### config.mk
export PLATFORM = sky130hd
export DESIGN_NAME = multi_led_blink_pwm_controller
export DESIGN_NICKNAME = d
export VERILOG_FILES = /design/src/mlbpc_pkg.sv /design/src/mlbpc_ram.sv /design/src/multi_led_blink_pwm_controller.sv
export SDC_FILE = /design/constraint.sdc
export NUM_CORES = 1
export LEC_CHECK = 0
export ABC_CLOCK_PERIOD_IN_PS = 5900
export BUFFER_PORTS_ARGS = -buffer_cell sky130_fd_sc_hd__buf_2
export CORE_MARGIN = 4
export CORE_UTILIZATION = 50
export DETAILED_ROUTE_END_ITERATION = 8
export PLACE_DENSITY = 0.63
export SYNTH_ARGS = -nofsm -noshare
export SYNTH_HDL_FRONTEND = slang
export SYNTH_SLANG_ARGS = --single-unit
### constraint.sdc
create_clock -name i_clk -period 5.9 [get_ports i_clk]
set_input_delay 1.18 -clock i_clk [delete_from_list [all_inputs] [get_ports i_clk]]
set_output_delay 1.18 -clock i_clk [all_outputs]
set_load 0.005 [all_outputs]
### src/mlbpc_pkg.sv
// Package for the multi-LED blink and PWM controller.
// Holds the operation, mode and state codes and the fixed reset constants.
// No dependencies.
package mlbpc_pkg;

    // Width of the PWM period register.
    localparam int PERIOD_W = 8;

    // Reset value of the PWM period and of every LED's rate and counter.
    localparam int RESET_PERIOD = 20;

    // Configuration register indexes.
    localparam logic CFG_ACTIVE_LOW = 1'b0;
    localparam logic CFG_PWM_PERIOD = 1'b1;

    typedef enum logic [2:0] {
        OP_TICK   = 3'd0,
        OP_ON     = 3'd1,
        OP_OFF    = 3'd2,
        OP_TOGGLE = 3'd3,
        OP_PWM    = 3'd4,
        OP_BLINK  = 3'd5
    } t_op;

    typedef enum logic [1:0] {
        MODE_STEADY = 2'd0,
        MODE_PWM    = 2'd1,
        MODE_BLINK  = 2'd2
    } t_mode;

    typedef enum logic [1:0] {
        S_IDLE,
        S_WALK,
        S_OUT
    } t_state;

endpackage

### src/mlbpc_ram.sv
// Generic single-write, single-read synchronous RAM with a registered read port.
// No dependencies.
module mlbpc_ram #(
    parameter int WIDTH = 8,
    parameter int DEPTH = 16,
    localparam int ADDR_W = (DEPTH > 1) ? $clog2(DEPTH) : 1
) (
    input  logic              i_clk,
    input  logic              i_we,
    input  logic [ADDR_W-1:0] i_waddr,
    input  logic [WIDTH-1:0]  i_wdata,
    input  logic              i_re,
    input  logic [ADDR_W-1:0] i_raddr,
    output logic [WIDTH-1:0]  o_rdata
);

    logic [WIDTH-1:0] r_mem [DEPTH];
    logic [WIDTH-1:0] r_rdata;

    always_ff @(posedge i_clk) begin
        if (i_we) begin
            r_mem[i_waddr] <= i_wdata;
        end
        if (i_re) begin
            r_rdata <= r_mem[i_raddr];
        end
    end

    assign o_rdata = r_rdata;

endmodule

### src/multi_led_blink_pwm_controller.sv
// Multi-LED blink and PWM controller, top level.
// Depends on mlbpc_pkg and mlbpc_ram.
//
// Flow: a tick transaction updates every LED's entry in turn, from LED 0 up, and a command
// transaction updates at most one entry; the result then goes to the output register, and
// a new transaction stalls until then. The per-LED state RAM is read and written back for
// one LED per cycle. Reset is synchronous and active low; it clears the pins and the per-LED
// valid bits and resets the configuration, so every LED reads its reset state until written.
module multi_led_blink_pwm_controller
    import mlbpc_pkg::*;
#(
    parameter int NUM_LEDS    = 12,
    parameter int COUNT_WIDTH = 16,
    localparam int IDX_W = (NUM_LEDS > 1) ? $clog2(NUM_LEDS) : 1,
    localparam int CFG_W = (NUM_LEDS > PERIOD_W) ? NUM_LEDS : PERIOD_W
) (
    input  logic                   i_clk,
    input  logic                   i_rst_n,
    // Configuration write port.
    input  logic                   i_cfg_we,
    input  logic                   i_cfg_index,
    input  logic [CFG_W-1:0]       i_cfg_data,
    // Input channel.
    input  logic                   i_in_valid,
    output logic                   o_in_stall,
    input  logic [2:0]             i_operation,
    input  logic [IDX_W-1:0]       i_led_index,
    input  logic [COUNT_WIDTH-1:0] i_rate,
    // Output channel.
    output logic                   o_out_valid,
    input  logic                   i_out_stall,
    output logic [NUM_LEDS-1:0]    o_pin_levels
);

    localparam int CW     = COUNT_WIDTH;
    // State RAM word: {mode, phase, rate, counter}.
    localparam int WORD_W = 2 * CW + 3;
    localparam logic [IDX_W-1:0] LAST_LED = IDX_W'(NUM_LEDS - 1);
    localparam logic [WORD_W-1:0] RESET_WORD =
        {MODE_STEADY, 1'b1, CW'(RESET_PERIOD), CW'(RESET_PERIOD)};

    t_state                r_state, n_state;
    logic [IDX_W-1:0]      r_led, n_led;
    t_op                   r_op;
    logic [CW-1:0]         r_rate;
    logic                  r_cmd_ok;
    logic [NUM_LEDS-1:0]   r_pin, n_pin;
    logic [NUM_LEDS-1:0]   r_active_low;
    logic [PERIOD_W-1:0]   r_pwm_period;
    logic [NUM_LEDS-1:0]   r_entry_valid;
    logic                  r_rd_valid;
    logic                  r_out_valid;
    logic [NUM_LEDS-1:0]   r_out_pins;

    logic                  in_accept;
    logic                  in_cmd_ok;
    logic                  out_load;

    logic                  ram_we;
    logic                  ram_re;
    logic [IDX_W-1:0]      ram_raddr;
    logic [WORD_W-1:0]     ram_wdata;
    logic [WORD_W-1:0]     ram_rdata;

    // Fields of the entry being processed and of its updated copy.
    logic [WORD_W-1:0]     cur_word;
    logic [1:0]            cur_mode, new_mode;
    logic                  cur_phase, new_phase;
    logic [CW-1:0]         cur_rate, new_rate;
    logic [CW-1:0]         cur_cnt, new_cnt;
    logic [CW-1:0]         cnt_dec;
    logic [CW-1:0]         period_ext;
    logic                  led_al;
    logic                  pin_bit;

    // An input transaction is taken only between items; the result register on the
    // output side lets the next item enter while the last result is still waiting.
    assign in_accept  = i_in_valid && (r_state == S_IDLE);
    assign o_in_stall = (r_state != S_IDLE);

    // A command is applied only for a known operation and an LED that exists.
    always_comb begin
        in_cmd_ok = 1'b0;
        if ({1'b0, i_led_index} < (IDX_W + 1)'(NUM_LEDS)) begin
            case (t_op'(i_operation))
                OP_ON, OP_OFF, OP_TOGGLE, OP_PWM, OP_BLINK: in_cmd_ok = 1'b1;
                default:                                    in_cmd_ok = 1'b0;
            endcase
        end
    end

    mlbpc_ram #(
        .WIDTH (WORD_W),
        .DEPTH (NUM_LEDS)
    ) u_state_ram (
        .i_clk   (i_clk),
        .i_we    (ram_we),
        .i_waddr (r_led),
        .i_wdata (ram_wdata),
        .i_re    (ram_re),
        .i_raddr (ram_raddr),
        .o_rdata (ram_rdata)
    );

    // An entry that has never been written reads as its reset state.
    assign cur_word   = r_rd_valid ? ram_rdata : RESET_WORD;
    assign cur_mode   = cur_word[WORD_W-1 -: 2];
    assign cur_phase  = cur_word[2*CW];
    assign cur_rate   = cur_word[2*CW-1 -: CW];
    assign cur_cnt    = cur_word[CW-1:0];
    assign cnt_dec    = cur_cnt - CW'(1);
    assign period_ext = CW'(r_pwm_period);
    assign led_al     = r_active_low[r_led];
    assign ram_wdata  = {new_mode, new_phase, new_rate, new_cnt};

    // Sequencer: the read for the first entry is issued at acceptance; each walk cycle
    // then updates the entry whose data has just arrived and, during a tick, issues the
    // read of the next LED. Reads and writes never touch the same entry in one cycle.
    always_comb begin
        n_state   = r_state;
        n_led     = r_led;
        n_pin     = r_pin;
        ram_we    = 1'b0;
        ram_re    = 1'b0;
        ram_raddr = r_led;
        new_mode  = cur_mode;
        new_phase = cur_phase;
        new_rate  = cur_rate;
        new_cnt   = cur_cnt;
        pin_bit   = r_pin[r_led];
        out_load  = 1'b0;

        case (r_state)
            S_IDLE: begin
                if (in_accept) begin
                    ram_re = 1'b1;
                    if ((t_op'(i_operation) == OP_TICK) || !in_cmd_ok) begin
                        ram_raddr = '0;
                    end else begin
                        ram_raddr = i_led_index;
                    end
                    n_led   = ram_raddr;
                    n_state = S_WALK;
                end
            end

            S_WALK: begin
                if (r_op == OP_TICK) begin
                    ram_we = 1'b1;
                    case (t_mode'(cur_mode))
                        MODE_PWM: begin
                            if (cur_rate == '0) begin
                                pin_bit = led_al;
                            end else if (cur_rate >= period_ext) begin
                                pin_bit = ~led_al;
                            end else begin
                                new_cnt = cnt_dec;
                                if (cnt_dec == '0) begin
                                    if (cur_phase) begin
                                        pin_bit   = led_al;
                                        new_cnt   = period_ext - cur_rate;
                                        new_phase = 1'b0;
                                    end else begin
                                        pin_bit   = ~led_al;
                                        new_cnt   = cur_rate;
                                        new_phase = 1'b1;
                                    end
                                end
                            end
                        end
                        MODE_BLINK: begin
                            new_cnt = cnt_dec;
                            if (cnt_dec == '0) begin
                                pin_bit = ~r_pin[r_led];
                                new_cnt = cur_rate;
                            end
                        end
                        default: begin
                        end
                    endcase
                    if (r_led != LAST_LED) begin
                        ram_re    = 1'b1;
                        ram_raddr = r_led + IDX_W'(1);
                        n_led     = ram_raddr;
                    end else begin
                        n_state = S_OUT;
                    end
                end else begin
                    ram_we = r_cmd_ok;
                    case (r_op)
                        OP_ON: begin
                            pin_bit  = ~led_al;
                            new_mode = MODE_STEADY;
                        end
                        OP_OFF: begin
                            pin_bit  = led_al;
                            new_mode = MODE_STEADY;
                        end
                        OP_TOGGLE: begin
                            pin_bit = ~r_pin[r_led];
                        end
                        OP_PWM: begin
                            new_mode  = MODE_PWM;
                            new_rate  = r_rate;
                            new_cnt   = r_rate;
                            new_phase = 1'b1;
                        end
                        OP_BLINK: begin
                            new_mode = MODE_BLINK;
                            new_rate = r_rate;
                            new_cnt  = r_rate;
                        end
                        default: begin
                        end
                    endcase
                    if (!r_cmd_ok) begin
                        pin_bit = r_pin[r_led];
                    end
                    n_state = S_OUT;
                end
                n_pin[r_led] = pin_bit;
            end

            S_OUT: begin
                // Hand the pin vector to the result register once it is free.
                if (!r_out_valid || !i_out_stall) begin
                    out_load = 1'b1;
                    n_state  = S_IDLE;
                end
            end

            default: begin
                n_state = S_IDLE;
            end
        endcase
    end

    always_ff @(posedge i_clk) begin
        if (!i_rst_n) begin
            r_state       <= S_IDLE;
            r_led         <= '0;
            r_pin         <= '0;
            r_active_low  <= '0;
            r_pwm_period  <= PERIOD_W'(RESET_PERIOD);
            r_entry_valid <= '0;
            r_rd_valid    <= 1'b0;
            r_out_valid   <= 1'b0;
        end else begin
            r_state <= n_state;
            r_led   <= n_led;
            r_pin   <= n_pin;
            if (i_cfg_we) begin
                if (i_cfg_index == CFG_ACTIVE_LOW) begin
                    r_active_low <= i_cfg_data[NUM_LEDS-1:0];
                end else begin
                    r_pwm_period <= i_cfg_data[PERIOD_W-1:0];
                end
            end
            if (ram_we) begin
                r_entry_valid[r_led] <= 1'b1;
            end
            if (ram_re) begin
                r_rd_valid <= r_entry_valid[ram_raddr];
            end
            if (out_load) begin
                r_out_valid <= 1'b1;
            end else if (!i_out_stall) begin
                r_out_valid <= 1'b0;
            end
        end
    end

    // Item and result payload registers.
    always_ff @(posedge i_clk) begin
        if (in_accept) begin
            r_op     <= t_op'(i_operation);
            r_rate   <= i_rate;
            r_cmd_ok <= in_cmd_ok;
        end
        if (out_load) begin
            r_out_pins <= r_pin;
        end
    end

    assign o_out_valid  = r_out_valid;
    assign o_pin_levels = r_out_pins;

    // A command visits exactly one entry before its result is queued.
    a_cmd_one_step: assert property (@(posedge i_clk) disable iff (!i_rst_n)
        (r_state == S_WALK) && (r_op != OP_TICK) |=> (r_state == S_OUT))
        else $error("command took more than one walk cycle");

    // The state RAM is written only while an item is being walked.
    a_write_in_walk: assert property (@(posedge i_clk) disable iff (!i_rst_n)
        ram_we |-> (r_state == S_WALK))
        else $error("state RAM written outside the walk");

    // The walk never addresses an LED that does not exist.
    a_led_in_range: assert property (@(posedge i_clk) disable iff (!i_rst_n)
        (r_state == S_WALK) |-> ({1'b0, r_led} < (IDX_W + 1)'(NUM_LEDS)))
        else $error("walk index out of range");

    // Reset leaves every entry reading as its reset state.
    a_reset_clears_valid: assert property (@(posedge i_clk)
        !i_rst_n |=> (r_entry_valid == '0))
        else $error("entry valid bits not cleared by reset");

    // A result is queued only after the item's last entry has been written back.
    a_out_after_walk: assert property (@(posedge i_clk) disable iff (!i_rst_n)
        out_load |-> $past(r_state == S_WALK) || $past(r_state == S_OUT))
        else $error("result queued without a walk");

endmodule
Word level (Yosys, flattened, before mapping)
Memory sizes are Yosys's and may differ from the RTL's. A register that Yosys moved wholly into a read port is not among the register bits.
Cells that the tools add are included.
{ "totals": {"register_bits": 84, "output_inout_bits": 14, "mem_bits_rw": 420, "input_bits": 41, "n_memories": 1} }
{ "mem_list": {"columns": ["memory", "words", "word_bits", "rd", "rd_ports_with_merged_regs", "wr", "line", "source"], "rows": [
  ["u_state_ram.r_mem", 12, 35, 1, 1, 1, "mlbpc_ram.sv:17", "logic [WIDTH-1:0] r_mem [DEPTH];"]
]} }
{ "classes": {"n_eq_ne": 19, "bitwise_logic": 4, "addsub": 3, "muxes": 67, "n_lt_le_gt_ge": 5, "reduce_logical": 19} }
{ "op_table": {"columns": ["cell", "n"], "rows": [
  ["16-bit two-way mux", 11],
  ["35-bit two-way mux", 1],
  ["1-bit two-way mux", 33],
  ["16-bit zero test", 2],
  ["16-bit case mux with 2 select lines", 1],
  ["16-bit by 8-bit >= comparator with 1-bit output", 1],
  ["4-bit two-way mux", 4],
  ["16-bit by 1-bit subtractor with 16-bit output (second input constant)", 1],
  ["8-bit by 16-bit subtractor with 16-bit output", 1],
  ["1-bit binary-select mux with 4-bit select", 3],
  ["12-bit bitwise mux", 1],
  ["3-bit by 2-bit equality test with 1-bit output (second input constant)", 4],
  ["3-bit equality test (second input constant)", 4],
  ["2-bit two-way mux", 6],
  ["12-bit bitwise OR", 1],
  ["2-bit case mux with 3 select lines", 2],
  ["4-bit by 5-bit < comparator with 1-bit output (second input constant)", 2],
  ["4-bit case mux with 2 select lines", 1],
  ["3-bit by 1-bit equality test with 1-bit output (second input constant)", 2],
  ["3-bit zero test", 2],
  ["5-bit OR reduction", 1],
  ["4-bit by 1-bit adder with 4-bit output (second input constant)", 1],
  ["1-bit demux with 4-bit select", 1],
  ["2-bit by 1-bit equality test with 1-bit output (second input constant)", 2],
  ["other kinds (18)", 29]
]} }

Logic depth before layout (Yosys ltp)
{ "depth": {"word_depth": 11, "ltp_mapped": 17, "ltp_nobuf": 12} }

Cells and area by module
A second synthesis with hierarchy kept.
{ "hier_totals": {"hier_cells": 1505, "hier_area_um2": 23258.6} }
{ "by_module_without_submodules": {"columns": ["module", "n_inst", "area_each_um2", "cells_per_inst"], "rows": [
  ["mlbpc_ram", 1, 16995.0, 725],
  ["multi_led_blink_pwm_controller", 1, 6263.5, 780]
]} }

Worst setup path after synthesis
OpenSTA, ideal clock, no wires.
{ "synth_path": {"path_kind": "input to register", "startpoint": "input port i_in_valid", "endpoint": "register u_state_ram.r_rdata[33] (netlist: u_state_ram.o_rdata[33]) (read register of u_state_ram.r_mem) (data pin)", "required_time_ns": 5.632, "slack_ns": 0.561, "path_buffers": 3, "arrival_ns": 5.071, "stages": 10, "path_cell_list": "nor3b_1 > a31o_2 > a21oi_1 > a21oi_1 > clkbuf_1 > clkbuf_1 > clkbuf_1 > nand3_1 > nand3_1 > o21ai_0"} }
{ "synth_via": {"elab_chain_len": 3, "word_cells_on_any_way": 5} }
{ "synth_lines": {"columns": ["item", "line", "source"], "rows": [
  ["start, declared", "multi_led_blink_pwm_controller.sv:24", "input logic i_in_valid,"],
  ["1-bit logical AND", "multi_led_blink_pwm_controller.sv:78", "assign in_accept = i_in_valid && (r_state == S_IDLE);"],
  ["1-bit two-way mux", "multi_led_blink_pwm_controller.sv:135", "if (in_accept) begin"],
  ["1-bit case mux with 2 select lines", "multi_led_blink_pwm_controller.sv:133", "case (r_state)"],
  ["net ram_re", "multi_led_blink_pwm_controller.sv:60", "logic ram_re;"],
  ["end, declared", "mlbpc_ram.sv:18", "logic [WIDTH-1:0] r_rdata;"]
]} }
The timed path passes the listed nets, and every way through them passes these cells.
A chain may end at the register's enable or synchronous reset.

Worst setup path in the final report
{ "layout_path": {"startpoint": "register r_rd_valid", "endpoint": "memory u_state_ram.r_mem[7][7] (netlist bit) (data pin)"} }
{ "layout_via": {"elab_chain_len": 9, "word_cells_on_any_way": 17} }
{ "layout_lines": {"columns": ["item", "line", "source"], "rows": [
  ["start, declared", "multi_led_blink_pwm_controller.sv:51", "logic r_rd_valid;"],
  ["start signal, assigned", "multi_led_blink_pwm_controller.sv:263", "r_rd_valid <= r_entry_valid[ram_raddr];"],
  ["35-bit two-way mux *", "multi_led_blink_pwm_controller.sv:106", "assign cur_word = r_rd_valid ? ram_rdata : RESET_WORD;"],
  ["16-bit by 1-bit subtractor with 16-bit output / 8-bit by 16-bit subtractor with 16-bit output (equally long branches)", "multi_led_blink_pwm_controller.sv:111, multi_led_blink_pwm_controller.sv:161", null],
  ["16-bit zero test / 16-bit two-way mux (equally long branches)", "multi_led_blink_pwm_controller.sv:158, multi_led_blink_pwm_controller.sv:173, multi_led_blink_pwm_controller.sv:159", null],
  ["16-bit two-way mux", "multi_led_blink_pwm_controller.sv:158", "if (cnt_dec == '0) begin"],
  ["16-bit two-way mux", "multi_led_blink_pwm_controller.sv:154", "end else if (cur_rate >= period_ext) begin"],
  ["16-bit two-way mux", "multi_led_blink_pwm_controller.sv:152", "if (cur_rate == '0) begin"],
  ["16-bit case mux with 2 select lines", "multi_led_blink_pwm_controller.sv:150", "case (t_mode'(cur_mode))"],
  ["16-bit two-way mux", "multi_led_blink_pwm_controller.sv:148", "if (r_op == OP_TICK) begin"],
  ["16-bit two-way mux *", "multi_led_blink_pwm_controller.sv:133", null],
  ["net new_cnt[7]", "multi_led_blink_pwm_controller.sv:70", "logic [CW-1:0] cur_cnt, new_cnt;"],
  ["end, declared", "mlbpc_ram.sv:17", null]
]} }
Mark *: on every way through the listed nets, which the timed path passes. The rest lies on a longest branch.

==> run summary <==
GRT overflow: 0
Final nets: 2101
Post-route cell area: 0.0261 mm^2
Post-synth EDFFs: 487
Syn Area/Cell: 11.5 um^2
CP top delay family: compound AO/OA/AOI/OAI gates
Dpl cell area: 0.0243 mm^2
Max Cap Viol: 0
Pleak: 9.09 nW
I/O pin total: 55
Ys async rst share: 0%
Diodes inserted: 0
Clk Latency, worst-skew pair: 0.62 ns
CTS clk-pin slew, worst paths: 0.06 ns
Critical path arrival: 5.12 ns
Port buffer count: 54
Power per cell area: 335 mW/mm^2
CP max stage cell: a2bb2oi_1
DR vias/cell: 6.13
Instance count on the critical path: 11
Pre-CTS WS: 1.31 ns
Total power: 8.74 mW
Worst VDD drop: 0.248 mV
Post-route ant nets: 0
Post-CTS resize count: 0
Cells after DPL: 2587
H-tree depth: 2
Grt peak-use layer: met2
Die footprint: 0.0501 mm^2
CP Cell Sequence: buf_4 > nand2_1 > ha_1 > or3b_1 > o311a_1 > a2111oi_1 > and3_1 > and4_1 > nand2_1 > a211oi_1 > a2bb2oi_1
DR WL/cell: 23.6 um
Post-synthesis sequential area ratio: 67.2%
Hold Worst Slack: 0.454 ns
CP max stage delay: 0.68 ns
Die Ht: 224 um
Critical Path RT: 6.19 ns
Detailed Place HPWL: 35.4 mm
Final setup fails: 0
Layout Area Growth over Synthesis: 11.8%
Grt met1 use: 36.0%
Final RePlAce weighted congestion: 0.993
Status: finished, final reports clean
CP endpoint: u_state_ram.r_mem[7][7]
Most used cell, CP: nand2_1
Initial Util: 50.9%
Worst R2R Setup Slack: 1.07 ns
Clock buffer depth: 3
Vias in the first global route: 15459
Post-synth top flop: edfxtp_1
Slew of the pin with the lowest slew margin: 1.34 ns
Count of pins over their slew limit: 0
Antenna violations before repair: 0
Postcts setup bufs: 0
Final Non-Filler Cells: 2687
Setup_tns: 0 ns
Most common cell after layout, fill and taps aside: nand2_1
CP endpoint kind: register
CP startpoint: r_rd_valid
Num Clock Sinks: 539
Pin count of the biggest net entering global routing: 95
Max frequency: 0.207 GHz
Min cycle time layout: 4.83 ns
CTS tree: done
1st-pass router iterations: 8
Tot GR Track Use: 24.7%
Worst r2r dst: u_state_ram.r_mem[7][7]
Share of cells above drive strength 1: 10.3%
Post-synthesis sequential element count: 539
Crit Path Max Fanout: 22
Post-synth net total: 2083
Chip width: 224 um
Core ar.: 0.0458 mm^2
R2R depth: 11
Period utilisation layout: 81.8%
Clock Skew: 0.0262 ns
Synth Instances: 2025
Final Util: 56.9%
Synthesis Warnings: 0
Crit start category: register
Reg-to-Reg Start: r_rd_valid
Row cnt: 78
Count of different cell masters after synthesis: 71
RSZ-0062 raised after global routing: false
Residual DRC count: 0
CP bufs+invs: 1
Max-slew headroom: 9.73%
First-pass GRT wire length: 95.1 mm
Final worst slack: 1.07 ns
Fillers: 3728
Starting DRT DRC Count: 1839
Root buffer cell: clkbuf_16
Post-Syn Area: 0.0233 mm^2
Cts bufs inserted: 54
Hold-fix buffers, CTS: 0
Detailed-route via count: 16479
Most frequent cells in the layout: nand2_1, edfxtp_1, nand3_1
Final hold vios: 0
Met3 Use GR: 4.38%
Grt met2 use: 38.2%
CP Class: register to register
Worst hold path class: register to register
Total routed wirelength: 63.3 mm
==> cells by family (layout without fill, tap and decap cells) <==
family	after synthesis	count (layout)	synth area share [%]
and+or+nand+nor	942	942	18.0
DFF	539	539	67.2
AOI/OAI and AO/OA	353	353	10.1
buffers and inverters	151	213	2.51
adders and majority gates	17	17	0.945
muxes	15	15	0.966
xor gates and xnor gates	8	8	0.301
==> state kept, by name, summed over array words and instances, names as in the netlist <==
| signal | count |
|---|---|
| r_pin | 12 |
| r_cmd_ok | 1 |
| r_state | 2 |
| o_pin_levels | 12 |
| r_op | 3 |
| r_entry_valid | 12 |
| r_active_low | 12 |
| r_rate | 16 |
| r_pwm_period | 8 |
| r_rd_valid | 1 |
| u_state_ram.o_rdata | 35 |
| r_led | 4 |
| u_state_ram.r_mem | 420 |
| o_out_valid | 1 |
==> how the worst min path moves through the flow <==
| stage | from | to | slack, ns | cells past startpoint |
|---|---|---|---|---|
| final | r_pin[8] | o_pin_levels[8] | 0.45 | 0 |
| after global routing | r_pin[5] | o_pin_levels[5] | 0.48 | 0 |
| after CTS | r_pin[8] | o_pin_levels[8] | 0.46 | 0 |
| after detailed placement | r_pin[8] | o_pin_levels[8] | 0.44 | 0 |
| after global placement | r_pin[2] | o_pin_levels[2] | 0.44 | 0 |
| after floorplan | r_pin[11] | o_pin_levels[11] | 0.42 | 0 |
==> power by group <==
| part | switching (mW) | total (mW) | leakage [nW] | internal, mW |
|---|---|---|---|---|
| combinational | 0.675 | 0.970 | 3.31 | 0.295 |
| clock | 1.46 | 3.38 | 0.871 | 1.92 |
| sequential | 0.0929 | 4.39 | 4.91 | 4.30 |
| total | 2.22 | 8.74 | 9.09 | 6.51 |
==> area by class of cell <==
cell class                      count  area (um^2)  share of cell area, %
Sequential cell                   539        15700                   60.1
Multi-Input combinational cell   1335         7140                   27.4
Clock buffer                       68         1490                   5.70
Tap cell                          600          751                   2.88
Timing Repair Buffer               93          663                   2.55
Clock inverter                     32          277                   1.06
Inverter                           20         75.1                  0.288
==> cell usage after synthesis, types with 6 or more instances <==
master      n  area share (%)
a21oi_1    77             1.7
nand2_1   540             8.7
ha_1       16            0.86
nand3_1   203             4.4
clkbuf_1  101             1.6
and2_1     11            0.30
nor2_1     62             1.0
nor3_1     14            0.30
o21a_1     13            0.42
a31oi_1    45             1.2
a311oi_1   46             1.7
o21ai_0    80             1.7
edfxtp_1  487              63
buf_1      23            0.37
dfxtp_1    52             4.5
nor4_1      9            0.24
a22o_1     12            0.45
mux2i_1     9            0.39
nor2b_1     8            0.21
mux4_2      6            0.58
and3_1     51             1.4
nand4_1     6            0.16
inv_1      20            0.32
a211oi_1    9            0.29
or3_1       7            0.19
a21boi_0    6            0.19
==> routing by layer <==
layer	share of wire, %	routed length (um)	up-vias
met5	0	0	-
met1	43	27300	8091
met3	8.4	5350	114
met2	46	29100	777
met4	2.5	1590	0
li1	-	-	7497
Power figures use the tool's default switching activity.
